<file path="src/rtl/csrs_pkg.sv">
`timescale 1ns / 1ps

package csrs_pkg;

	localparam logic REQ_POLL  = 1'b0;
	localparam logic REQ_WRITE = 1'b1;

	localparam logic [1:0] REG_STEP_COUNT     = 2'd0;
	localparam logic [1:0] REG_WRAP_ENABLE    = 2'd1;
	localparam logic [1:0] REG_PRESYNC_ENABLE = 2'd2;

	localparam logic [3:0]  HAT_MID       = 4'd8;
	localparam logic [7:0]  VENDOR_NORMAL = 8'd4;
	localparam logic [7:0]  VENDOR_DONE   = 8'd88;
	localparam logic [15:0] BTN_L         = 16'h0010;
	localparam logic [15:0] BTN_R         = 16'h0020;
	localparam logic [15:0] BTN_A         = 16'h0004;
	localparam logic [15:0] BTN_LCLICK    = 16'h0400;
	localparam logic [15:0] BTN_CAPTURE   = 16'h2000;

	localparam logic [3:0] CODE_L      = 4'd6;
	localparam logic [3:0] CODE_R      = 4'd7;
	localparam logic [3:0] CODE_LCLICK = 4'd8;

	localparam int PRE_LEN = 4;

	typedef struct packed {
		logic       req_type;
		logic [7:0] entry_index;
		logic [7:0] entry_code;
		logic [7:0] entry_repeat;
	} req_word_t;

	typedef struct packed {
		logic [15:0] button;
		logic [3:0]  hat;
		logic [7:0]  vendor_code;
	} rpt_word_t;

	typedef struct packed {
		logic        en;
		logic [7:0]  index;
		logic [15:0] data;
	} store_wr_t;

	function automatic logic [15:0] map_button(input logic [3:0] code);
		logic [15:0] btn;
		unique case (code)
			CODE_LCLICK: btn = BTN_LCLICK;
			CODE_L:      btn = BTN_L;
			CODE_R:      btn = BTN_R;
			default:     btn = {12'd0, code};
		endcase
		return btn;
	endfunction

	// sync preamble: wait, L+R, wait, A
	function automatic logic [15:0] pre_button(input logic [1:0] idx);
		logic [15:0] btn;
		unique case (idx)
			2'd1:    btn = BTN_L | BTN_R;
			2'd3:    btn = BTN_A;
			default: btn = 16'd0;
		endcase
		return btn;
	endfunction

	function automatic logic [7:0] pre_repeat(input logic [1:0] idx);
		logic [7:0] rep;
		unique case (idx)
			2'd0:    rep = 8'd4;
			2'd2:    rep = 8'd2;
			default: rep = 8'd1;
		endcase
		return rep;
	endfunction

endpackage

</file>
<file path="src/rtl/controller_script_report_sequencer.sv">
`timescale 1ns / 1ps

// Scripted gamepad report sequencer.
// Request channel (req_valid/req_stall/req): req_type REQ_WRITE stores one script
// entry (code byte and repeat count) and gives no report; REQ_POLL gives one report.
// Report channel (rpt_valid/rpt_stall/rpt): button, hat and vendor_code per poll.
// Configuration (cfg_we/cfg_index/cfg_data): step count, wrap and preamble enable,
// to be written by the user only while no word is in flight; the block does not enforce this.
// A poll word passes the input register and then the report register before its report shows.
// Throughput: one word per cycle while reports are not stalled; the state update of one
// poll and the registered script read for the next step are done together, with write-first
// forwarding on the script memory port.
// Reset clears the play state and registers (preamble on, wrap off, empty script);
// the script memory keeps no reset value and must be written before it is played.
// When the receiver stalls, the report register holds its word and one more
// poll word waits in the input register; req_stall rises only then, and script
// writes keep draining while reports are stalled until a poll reaches that register.
module controller_script_report_sequencer #(
	parameter int SCRIPT_DEPTH = 256,
	parameter int ECHO_FRAMES  = 12,
	parameter int BLANK_FRAMES = 16
) (
	input  logic                clk,
	input  logic                arst_n,
	input  logic                req_valid,
	output logic                req_stall,
	input  csrs_pkg::req_word_t req,
	output logic                rpt_valid,
	input  logic                rpt_stall,
	output csrs_pkg::rpt_word_t rpt,
	input  logic                cfg_we,
	input  logic [1:0]          cfg_index,
	input  logic [8:0]          cfg_data
);
	import csrs_pkg::*;

	localparam int AW = $clog2(SCRIPT_DEPTH);
	localparam int PW = $clog2(SCRIPT_DEPTH + 1);
	localparam int CW = (PW > 9) ? PW : 9;
	localparam int EW = (ECHO_FRAMES > 0) ? $clog2(ECHO_FRAMES + 1) : 1;
	localparam int BW = (BLANK_FRAMES > 0) ? $clog2(BLANK_FRAMES + 1) : 1;

	typedef enum logic [1:0] {
		PH_START,
		PH_PRE,
		PH_MAIN
	} phase_t;

	// configuration
	logic [8:0] step_count_q;
	logic       wrap_q;
	logic       presync_q;

	// input stage and report register
	logic      req_valid_s1;
	req_word_t req_s1;
	logic      rpt_valid_q;
	rpt_word_t rpt_q;
	logic      rpt_free;
	logic      s1_go;
	logic      poll_go;

	// play state
	phase_t        phase_q, phase_d, phase_eff;
	logic [PW-1:0] pos_q, pos_d, pos_next;
	logic [EW-1:0] echo_q, echo_d;
	logic [BW-1:0] blank_q, blank_d;
	logic [7:0]    rep_q, rep_d;
	logic [15:0]   lbtn_q, lbtn_d;
	logic [3:0]    lhat_q, lhat_d;
	rpt_word_t     rpt_d;

	// step fetch
	logic [CW-1:0] len_wide;
	logic [PW-1:0] len_sel;
	logic          at_end;
	logic [15:0]   mem_word;
	logic [15:0]   entry0;
	logic [15:0]   fetch_word;
	logic [15:0]   step_btn;
	logic [3:0]    step_hat;
	logic [7:0]    step_rep;
	store_wr_t     wr;

	assign rpt_free  = !rpt_valid_q || !rpt_stall;
	assign s1_go     = req_valid_s1 && (req_s1.req_type == REQ_WRITE || rpt_free);
	assign poll_go   = s1_go && req_s1.req_type == REQ_POLL;
	assign req_stall = req_valid_s1 && !s1_go;
	assign rpt_valid = rpt_valid_q;
	assign rpt       = rpt_q;

	assign wr.en    = s1_go && req_s1.req_type == REQ_WRITE;
	assign wr.index = req_s1.entry_index;
	assign wr.data  = {req_s1.entry_code, req_s1.entry_repeat};

	assign pos_next = poll_go ? pos_d : pos_q;

	csrs_script_store #(
		.DEPTH(SCRIPT_DEPTH)
	) u_store (
		.clk    (clk),
		.wr     (wr),
		.rd_addr(pos_next[AW-1:0]),
		.rd_data(mem_word),
		.entry0 (entry0)
	);

	always_comb begin
		phase_eff = phase_q;
		if (phase_q == PH_START) begin
			phase_eff = presync_q ? PH_PRE : PH_MAIN;
		end

		len_wide = (CW'(step_count_q) > CW'(SCRIPT_DEPTH)) ? CW'(SCRIPT_DEPTH)
			: CW'(step_count_q);
		len_sel  = (phase_eff == PH_PRE) ? PW'(PRE_LEN) : PW'(len_wide);
		at_end   = pos_q >= len_sel;

		// wrapping restarts at entry zero, kept in a shadow register
		fetch_word = at_end ? entry0 : mem_word;
		if (phase_eff == PH_PRE) begin
			step_btn = pre_button(pos_q[1:0]);
			step_hat = HAT_MID;
			step_rep = pre_repeat(pos_q[1:0]);
		end else begin
			step_btn = map_button(fetch_word[15:12]);
			step_hat = fetch_word[11:8];
			step_rep = fetch_word[7:0];
		end
		if (step_rep == 8'd0) begin
			step_rep = 8'd1;
		end

		phase_d = phase_eff;
		pos_d   = pos_q;
		echo_d  = echo_q;
		blank_d = blank_q;
		rep_d   = rep_q;
		lbtn_d  = lbtn_q;
		lhat_d  = lhat_q;
		rpt_d   = '{button: 16'd0, hat: HAT_MID, vendor_code: VENDOR_NORMAL};

		if (echo_q != '0) begin
			echo_d = echo_q - 1'b1;
			rpt_d  = '{button: lbtn_q, hat: lhat_q, vendor_code: VENDOR_NORMAL};
		end else if (blank_q != '0) begin
			blank_d = blank_q - 1'b1;
		end else if (rep_q != 8'd0) begin
			rep_d   = rep_q - 8'd1;
			echo_d  = EW'(ECHO_FRAMES);
			blank_d = BW'(BLANK_FRAMES);
			rpt_d   = '{button: lbtn_q, hat: lhat_q, vendor_code: VENDOR_NORMAL};
		end else if (at_end && phase_eff == PH_PRE) begin
			// preamble done: one blank frame, then the script from its start
			phase_d = PH_MAIN;
			pos_d   = '0;
		end else if (at_end && !(wrap_q && len_sel != '0)) begin
			pos_d = len_sel;
			rpt_d = '{button: BTN_CAPTURE, hat: HAT_MID, vendor_code: VENDOR_DONE};
		end else begin
			pos_d   = (at_end ? PW'(0) : pos_q) + PW'(1);
			rep_d   = step_rep - 8'd1;
			echo_d  = EW'(ECHO_FRAMES);
			blank_d = BW'(BLANK_FRAMES);
			lbtn_d  = step_btn;
			lhat_d  = step_hat;
			rpt_d   = '{button: step_btn, hat: step_hat, vendor_code: VENDOR_NORMAL};
		end
	end

	always_ff @(posedge clk or negedge arst_n) begin
		if (!arst_n) begin
			step_count_q <= '0;
			wrap_q       <= 1'b0;
			presync_q    <= 1'b1;
		end else if (cfg_we) begin
			unique case (cfg_index)
				REG_STEP_COUNT:     step_count_q <= cfg_data;
				REG_WRAP_ENABLE:    wrap_q       <= cfg_data[0];
				REG_PRESYNC_ENABLE: presync_q    <= cfg_data[0];
				default:            ;
			endcase
		end
	end

	always_ff @(posedge clk or negedge arst_n) begin
		if (!arst_n) begin
			req_valid_s1 <= 1'b0;
		end else if (!req_valid_s1 || s1_go) begin
			req_valid_s1 <= req_valid;
		end
	end

	always_ff @(posedge clk) begin
		if (req_valid && !req_stall) begin
			req_s1 <= req;
		end
	end

	always_ff @(posedge clk or negedge arst_n) begin
		if (!arst_n) begin
			phase_q     <= PH_START;
			pos_q       <= '0;
			echo_q      <= '0;
			blank_q     <= '0;
			rep_q       <= '0;
			lbtn_q      <= '0;
			lhat_q      <= HAT_MID;
			rpt_valid_q <= 1'b0;
		end else begin
			if (poll_go) begin
				phase_q <= phase_d;
				pos_q   <= pos_d;
				echo_q  <= echo_d;
				blank_q <= blank_d;
				rep_q   <= rep_d;
				lbtn_q  <= lbtn_d;
				lhat_q  <= lhat_d;
			end
			if (rpt_free) begin
				rpt_valid_q <= poll_go;
			end
		end
	end

	always_ff @(posedge clk) begin
		if (poll_go) begin
			rpt_q <= rpt_d;
		end
	end

	a_stall_needs_word: assert property (@(posedge clk) disable iff (!arst_n)
		!req_valid_s1 |-> !req_stall)
		else $error("request stalled with empty input stage");

	a_poll_gives_report: assert property (@(posedge clk) disable iff (!arst_n)
		poll_go |=> rpt_valid)
		else $error("poll did not load the report register");

	a_pos_in_range: assert property (@(posedge clk) disable iff (!arst_n)
		pos_q <= PW'(SCRIPT_DEPTH))
		else $error("step position beyond script depth");

	a_start_is_clear: assert property (@(posedge clk) disable iff (!arst_n)
		phase_q == PH_START |-> (pos_q == '0 && echo_q == '0 && rep_q == 8'd0))
		else $error("counters not clear before playback starts");

endmodule

</file>
<file path="src/rtl/csrs_script_store.sv">
`timescale 1ns / 1ps

module csrs_script_store #(
	parameter int DEPTH = 256
) (
	input  logic                       clk,
	input  csrs_pkg::store_wr_t        wr,
	input  logic [$clog2(DEPTH)-1:0]   rd_addr,
	output logic [15:0]                rd_data,
	output logic [15:0]                entry0
);
	import csrs_pkg::*;

	localparam int AW = $clog2(DEPTH);
	localparam int PW = $clog2(DEPTH + 1);
	localparam int IW = (PW > 8) ? PW : 8;

	logic [15:0]   mem [DEPTH];
	logic [15:0]   rd_data_q;
	logic [15:0]   entry0_q;
	logic          wr_hit;
	logic [AW-1:0] wr_addr;

	assign wr_hit  = wr.en && (IW'(wr.index) < IW'(DEPTH));
	assign wr_addr = AW'(wr.index);

	// write-first read: a word written this cycle is seen at the same address
	always_ff @(posedge clk) begin
		if (wr_hit) begin
			mem[wr_addr] <= wr.data;
		end
		if (wr_hit && wr_addr == rd_addr) begin
			rd_data_q <= wr.data;
		end else begin
			rd_data_q <= mem[rd_addr];
		end
		if (wr_hit && wr_addr == '0) begin
			entry0_q <= wr.data;
		end
	end

	assign rd_data = rd_data_q;
	assign entry0  = entry0_q;

endmodule

</file>
<file path="config.mk">
export PLATFORM = sky130hd
export DESIGN_NAME = controller_script_report_sequencer
export DESIGN_NICKNAME = d
export VERILOG_FILES = /design/src/rtl/csrs_pkg.sv /design/src/rtl/controller_script_report_sequencer.sv /design/src/rtl/csrs_script_store.sv
export SDC_FILE = /design/constraint.sdc
export NUM_CORES = 2
export LEC_CHECK = 0
export ABC_AREA = 0
export CORE_UTILIZATION = 65
export CTS_BUF_LIST = sky130_fd_sc_hd__clkbuf_8
export DETAILED_ROUTE_END_ITERATION = 10
export DONT_BUFFER_PORTS = 1
export PLACE_DENSITY = 0.81
export SLEW_MARGIN = 20
export SYNTH_ARGS = -nofsm -noshare
export SYNTH_HDL_FRONTEND = slang
export SYNTH_SLANG_ARGS = --single-unit
</file>
<file path="constraint.sdc">
create_clock -name clk -period 9.7 [get_ports clk]
set_input_delay 1.94 -clock clk [delete_from_list [all_inputs] [get_ports clk]]
set_output_delay 1.94 -clock clk [all_outputs]
set_load 0.02 [all_outputs]
</file>
==> impl_metrics.json <==
{
  "initialDrtViolationCount": 15300,
  "cts_resized": 0,
  "grt_overflow": 0,
  "viasPerCell": 7.32,
  "crit_type": "register to register",
  "hold_end": "lhat_q[3]",
  "syn_to_final_growth_pct": 10.5,
  "cts_tree": "yes",
  "tns_ps": 0,
  "cap_violations": 0,
  "dp_cells": 10500,
  "track_usage_pct": 35.8,
  "relSlewSlack_pct": 16.7,
  "layout-drive-gt1-share_pct": 29.2,
  "synth_top_family_by_area": "multiplexers",
  "ff2ff_path_depth": 14,
  "grt_pass1_vias": 83600,
  "p_sw_share_pct": 29.0,
  "worst_pin_slew_ps": 1250,
  "insertion_delay_ps": 1170,
  "pwr-share-clk_pct": 31.0,
  "rsz0062_at_grt": "no",
  "final_antenna_net_count": 0,
  "startpoint_type": "register",
  "whs_path_depth": 2,
  "required_ps": 10780,
  "placed_area_mm2": 0.168,
  "final_hold_viol_count": 0,
  "cts_made_buffers": 644,
  "finish.net_count": 7886,
  "cts_sinks": 4194,
  "ir_drop_uv": 230,
  "period_share_pct": 64.9,
  "synthArstFlopShare_pct": 1.24,
  "htree_levels": 6,
  "r2r-end": "rep_q[4]",
  "core_mm2": 0.248,
  "start_util_pct": 65.3,
  "clk_path_buf_depth": 4,
  "design.die.area_mm2": 0.252,
  "synth.area.top_cells": "edfxtp_1 77%, mux4_2 16%, mux2i_1 1.1%, dfrtp_1 0.77%, nor2_1 0.76%",
  "synth_area_mm2": 0.162,
  "synthMuxAreaShare_pct": 16.9,
  "postCtsSetupBuffers": 0,
  "cp_max_fo": 77,
  "yosys.area_share.xor_xnor_pct": 0.0162,
  "power_frac_comb_pct": 21.7,
  "status": "completed",
  "synth_simple_gate_area_share_pct": 2.18,
  "hold_class": "register to register",
  "post-route-drc-count": 0,
  "yosys.area.top_type": "edfxtp_1",
  "netlist.area_leader.share_pct": 76.5,
  "die_width_um": 502,
  "grt_first_pass_wirelength_mm": 618,
  "drv_slew": 0,
  "synth_edf_count": 4134,
  "fmax_ghz": 0.159,
  "syn_area_per_cell_um2": 22.5,
  "power_switching_mw": 12.4,
  "drtPass1Iterations": 8,
  "place.detailed.hpwl_mm": 259,
  "min_from": "lhat_q[3]",
  "num_io_pins": 71,
  "numPortBuffers": 0,
  "dieHeight_um": 502,
  "fin_crit_ps": 6290,
  "fin_worst_skew_ps": 85.7,
  "hold_buffers": 0,
  "regToRegSetupSlack_ps": 3410,
  "setup_viol": 0,
  "endpoint_kind": "register",
  "p_leak_nw": 55.6,
  "synth_compound_area_share_pct": 1.89,
  "ys_types": 74,
  "vias": 85500,
  "seq_power_share_pct": 47.3,
  "cts.reportedPaths.clkPinSlew_ps": 60,
  "drt_wl_total_mm": 445,
  "stdcell_count": 11700,
  "ys_seq_elements": 4194,
  "yosysSeqAreaShare_pct": 77.4,
  "synthFlopType": "edfxtp_1",
  "core.rowCount": 183,
  "cp.arrival_ps": 7370,
  "intPower_mw": 30.4,
  "antenna_found_initial": 42,
  "wl_per_cell_um": 38.1,
  "synthAdderAreaFrac_pct": 0.0926,
  "root_buffer": "clkbuf_8",
  "synthCells": 7198,
  "gp_congestion": 0.961,
  "hold_slack_ps": 467,
  "p_per_area_mw_per_mm2": 239,
  "final_area_mm2": 0.179,
  "grt_max_degree": 232,
  "synth_warnings": 0
}
worst max-delay path by stage:
stage               end      start  slack, ps  cells past startpoint
3_3_place_gp   rep_q[6]   register       3590                     16
2_1_floorplan  pos_q[8]  presync_q       5210                     21
5_1_grt        rep_q[6]   register       3440                     14
4_1_cts        rep_q[6]   register       3740                     16
6_report       rep_q[4]   register       3410                     14
3_5_place_dp   rep_q[6]   register       3810                     15
synthesized netlist by cell type, types with 13 or more instances:
| cell | instances |
|---|---|
| a211oi_1 | 23 |
| buf_6 | 33 |
| mux2_2 | 25 |
| buf_1 | 38 |
| buf_2 | 127 |
| nand2_1 | 210 |
| o21ai_0 | 58 |
| a31oi_1 | 21 |
| nor2b_1 | 34 |
| dfrtp_1 | 50 |
| mux2i_1 | 171 |
| a32oi_1 | 20 |
| a22oi_1 | 122 |
| buf_4 | 79 |
| a21oi_1 | 63 |
| nand2b_1 | 14 |
| and3_1 | 13 |
| nor3_1 | 24 |
| and2_1 | 18 |
| clkbuf_1 | 136 |
| mux4_2 | 1132 |
| edfxtp_1 | 4134 |
| nand4_1 | 20 |
| nand3_1 | 73 |
| nor4_1 | 19 |
| or3_1 | 13 |
| nor2_1 | 327 |
| inv_1 | 19 |
layer usage:
layer	up-vias	global-route usage, %	share of wire [%]
met2	8525	52.7	46
li1	31900	-	-
met3	1585	11.1	15
met4	24	21.5	6.7
met1	43500	47.7	32
met5	-	0	0.055
flip-flops by register name, indices dropped and copies added, names as in the netlist, 2 cells and up, named ones only:
register,cells
u_store.entry0,15
phase_q,2
u_store.mem,4081
pos_q,9
rep_q,8
echo_q,4
rpt,13
step_count_q,9
lbtn_q,7
blank_q,5
req_s1,25
lhat_q,4
through the flow:
stage	util [%]	setup WS [ps]	power, mW
floorplan	-	5210	26.7
global placement	67.5	3590	29.4
detailed placement	67.5	3810	29.6
CTS	72.1	3740	42.6
global route	72.1	3440	43.7
finish	72.2	3410	42.8
area by class of cell:
cell class | count | area (µm²)
Inverter | 22 | 92.6
Clock buffer | 664 | 9140
Tap cell | 3330 | 4170
Multi-Input combinational cell | 2580 | 34700
Sequential cell | 4194 | 126000
Timing Repair Buffer | 391 | 3250
Clock inverter | 476 | 2230
Antenna cell | 34 | 85.1
Fill cell | 12900 | 69200
placed cells by master, fill, tap and decap left out, types with 11 or more instances in the layout:
master      synthesis  routed
edfxtp_1         4134    4134
mux2i_1           171     171
buf_4              79     364
nor4_1             19      18
clkinvlp_4          0      15
a211oi_1           23      23
nand2b_1           14      14
and3_1             13      13
and2_1             18      16
a21o_1             12      12
diode_2             0      34
nor2b_1            34      27
nor2_4              0      17
o21ai_0            58      56
mux4_2           1132    1132
dfrtp_1            50      50
a22oi_1           122     122
conb_1              1      12
o31ai_1            12      12
nor3_1             24      23
nor2_2              0      56
a22o_1             12      12
nand2_1           210     210
or3_1              13      13
mux2_2             25      25
nor2_1            327     254
buf_12              0      23
a221oi_1           11      11
clkinv_2            0      59
clkbuf_8            0     664
a21oi_1            63      62
clkinv_1            2     153
a31oi_1            21      21
nand4_1            20      20
ha_1               12      12
nand3_1            73      69
a32oi_1            20      20
inv_1              19     242
kinds of logic (layout without fill, tap and decap cells):
logic type	Yosys count	after routing
buffers and inverters	435	1553
and+or+nand+nor	792	792
other	1	46
AOI/OAI and AO/OA	433	433
xor gates and xnor gates	3	3
adders and majority gates	12	12
muxes	1328	1328
DFF	4194	4194
critical path, cell delays in order (launching register included):
cell     delay, ps
dfxtp_4        650
buf_12         480
buf_4          860
mux4_2         450
mux4_2         560
a32oi_1        400
o31ai_1        190
nor4_1         940
o31ai_1        210
and2b_1        320
ha_1           160
inv_1           60
nor3b_2        310
mux2i_1        230
o211a_1        170
power groups by stage:
stage | Clock [mW] | Combinational, mW | Sequential [mW]
final | 13.3 | 9.27 | 20.2
after global routing | 14.0 | 9.43 | 20.2
after CTS | 13.3 | 9.03 | 20.2
after detailed placement | 0 | 8.98 | 20.6
after global placement | 0 | 8.84 | 20.6
after floorplan | 0 | 5.99 | 20.7
(Power assumes the default switching activity.)
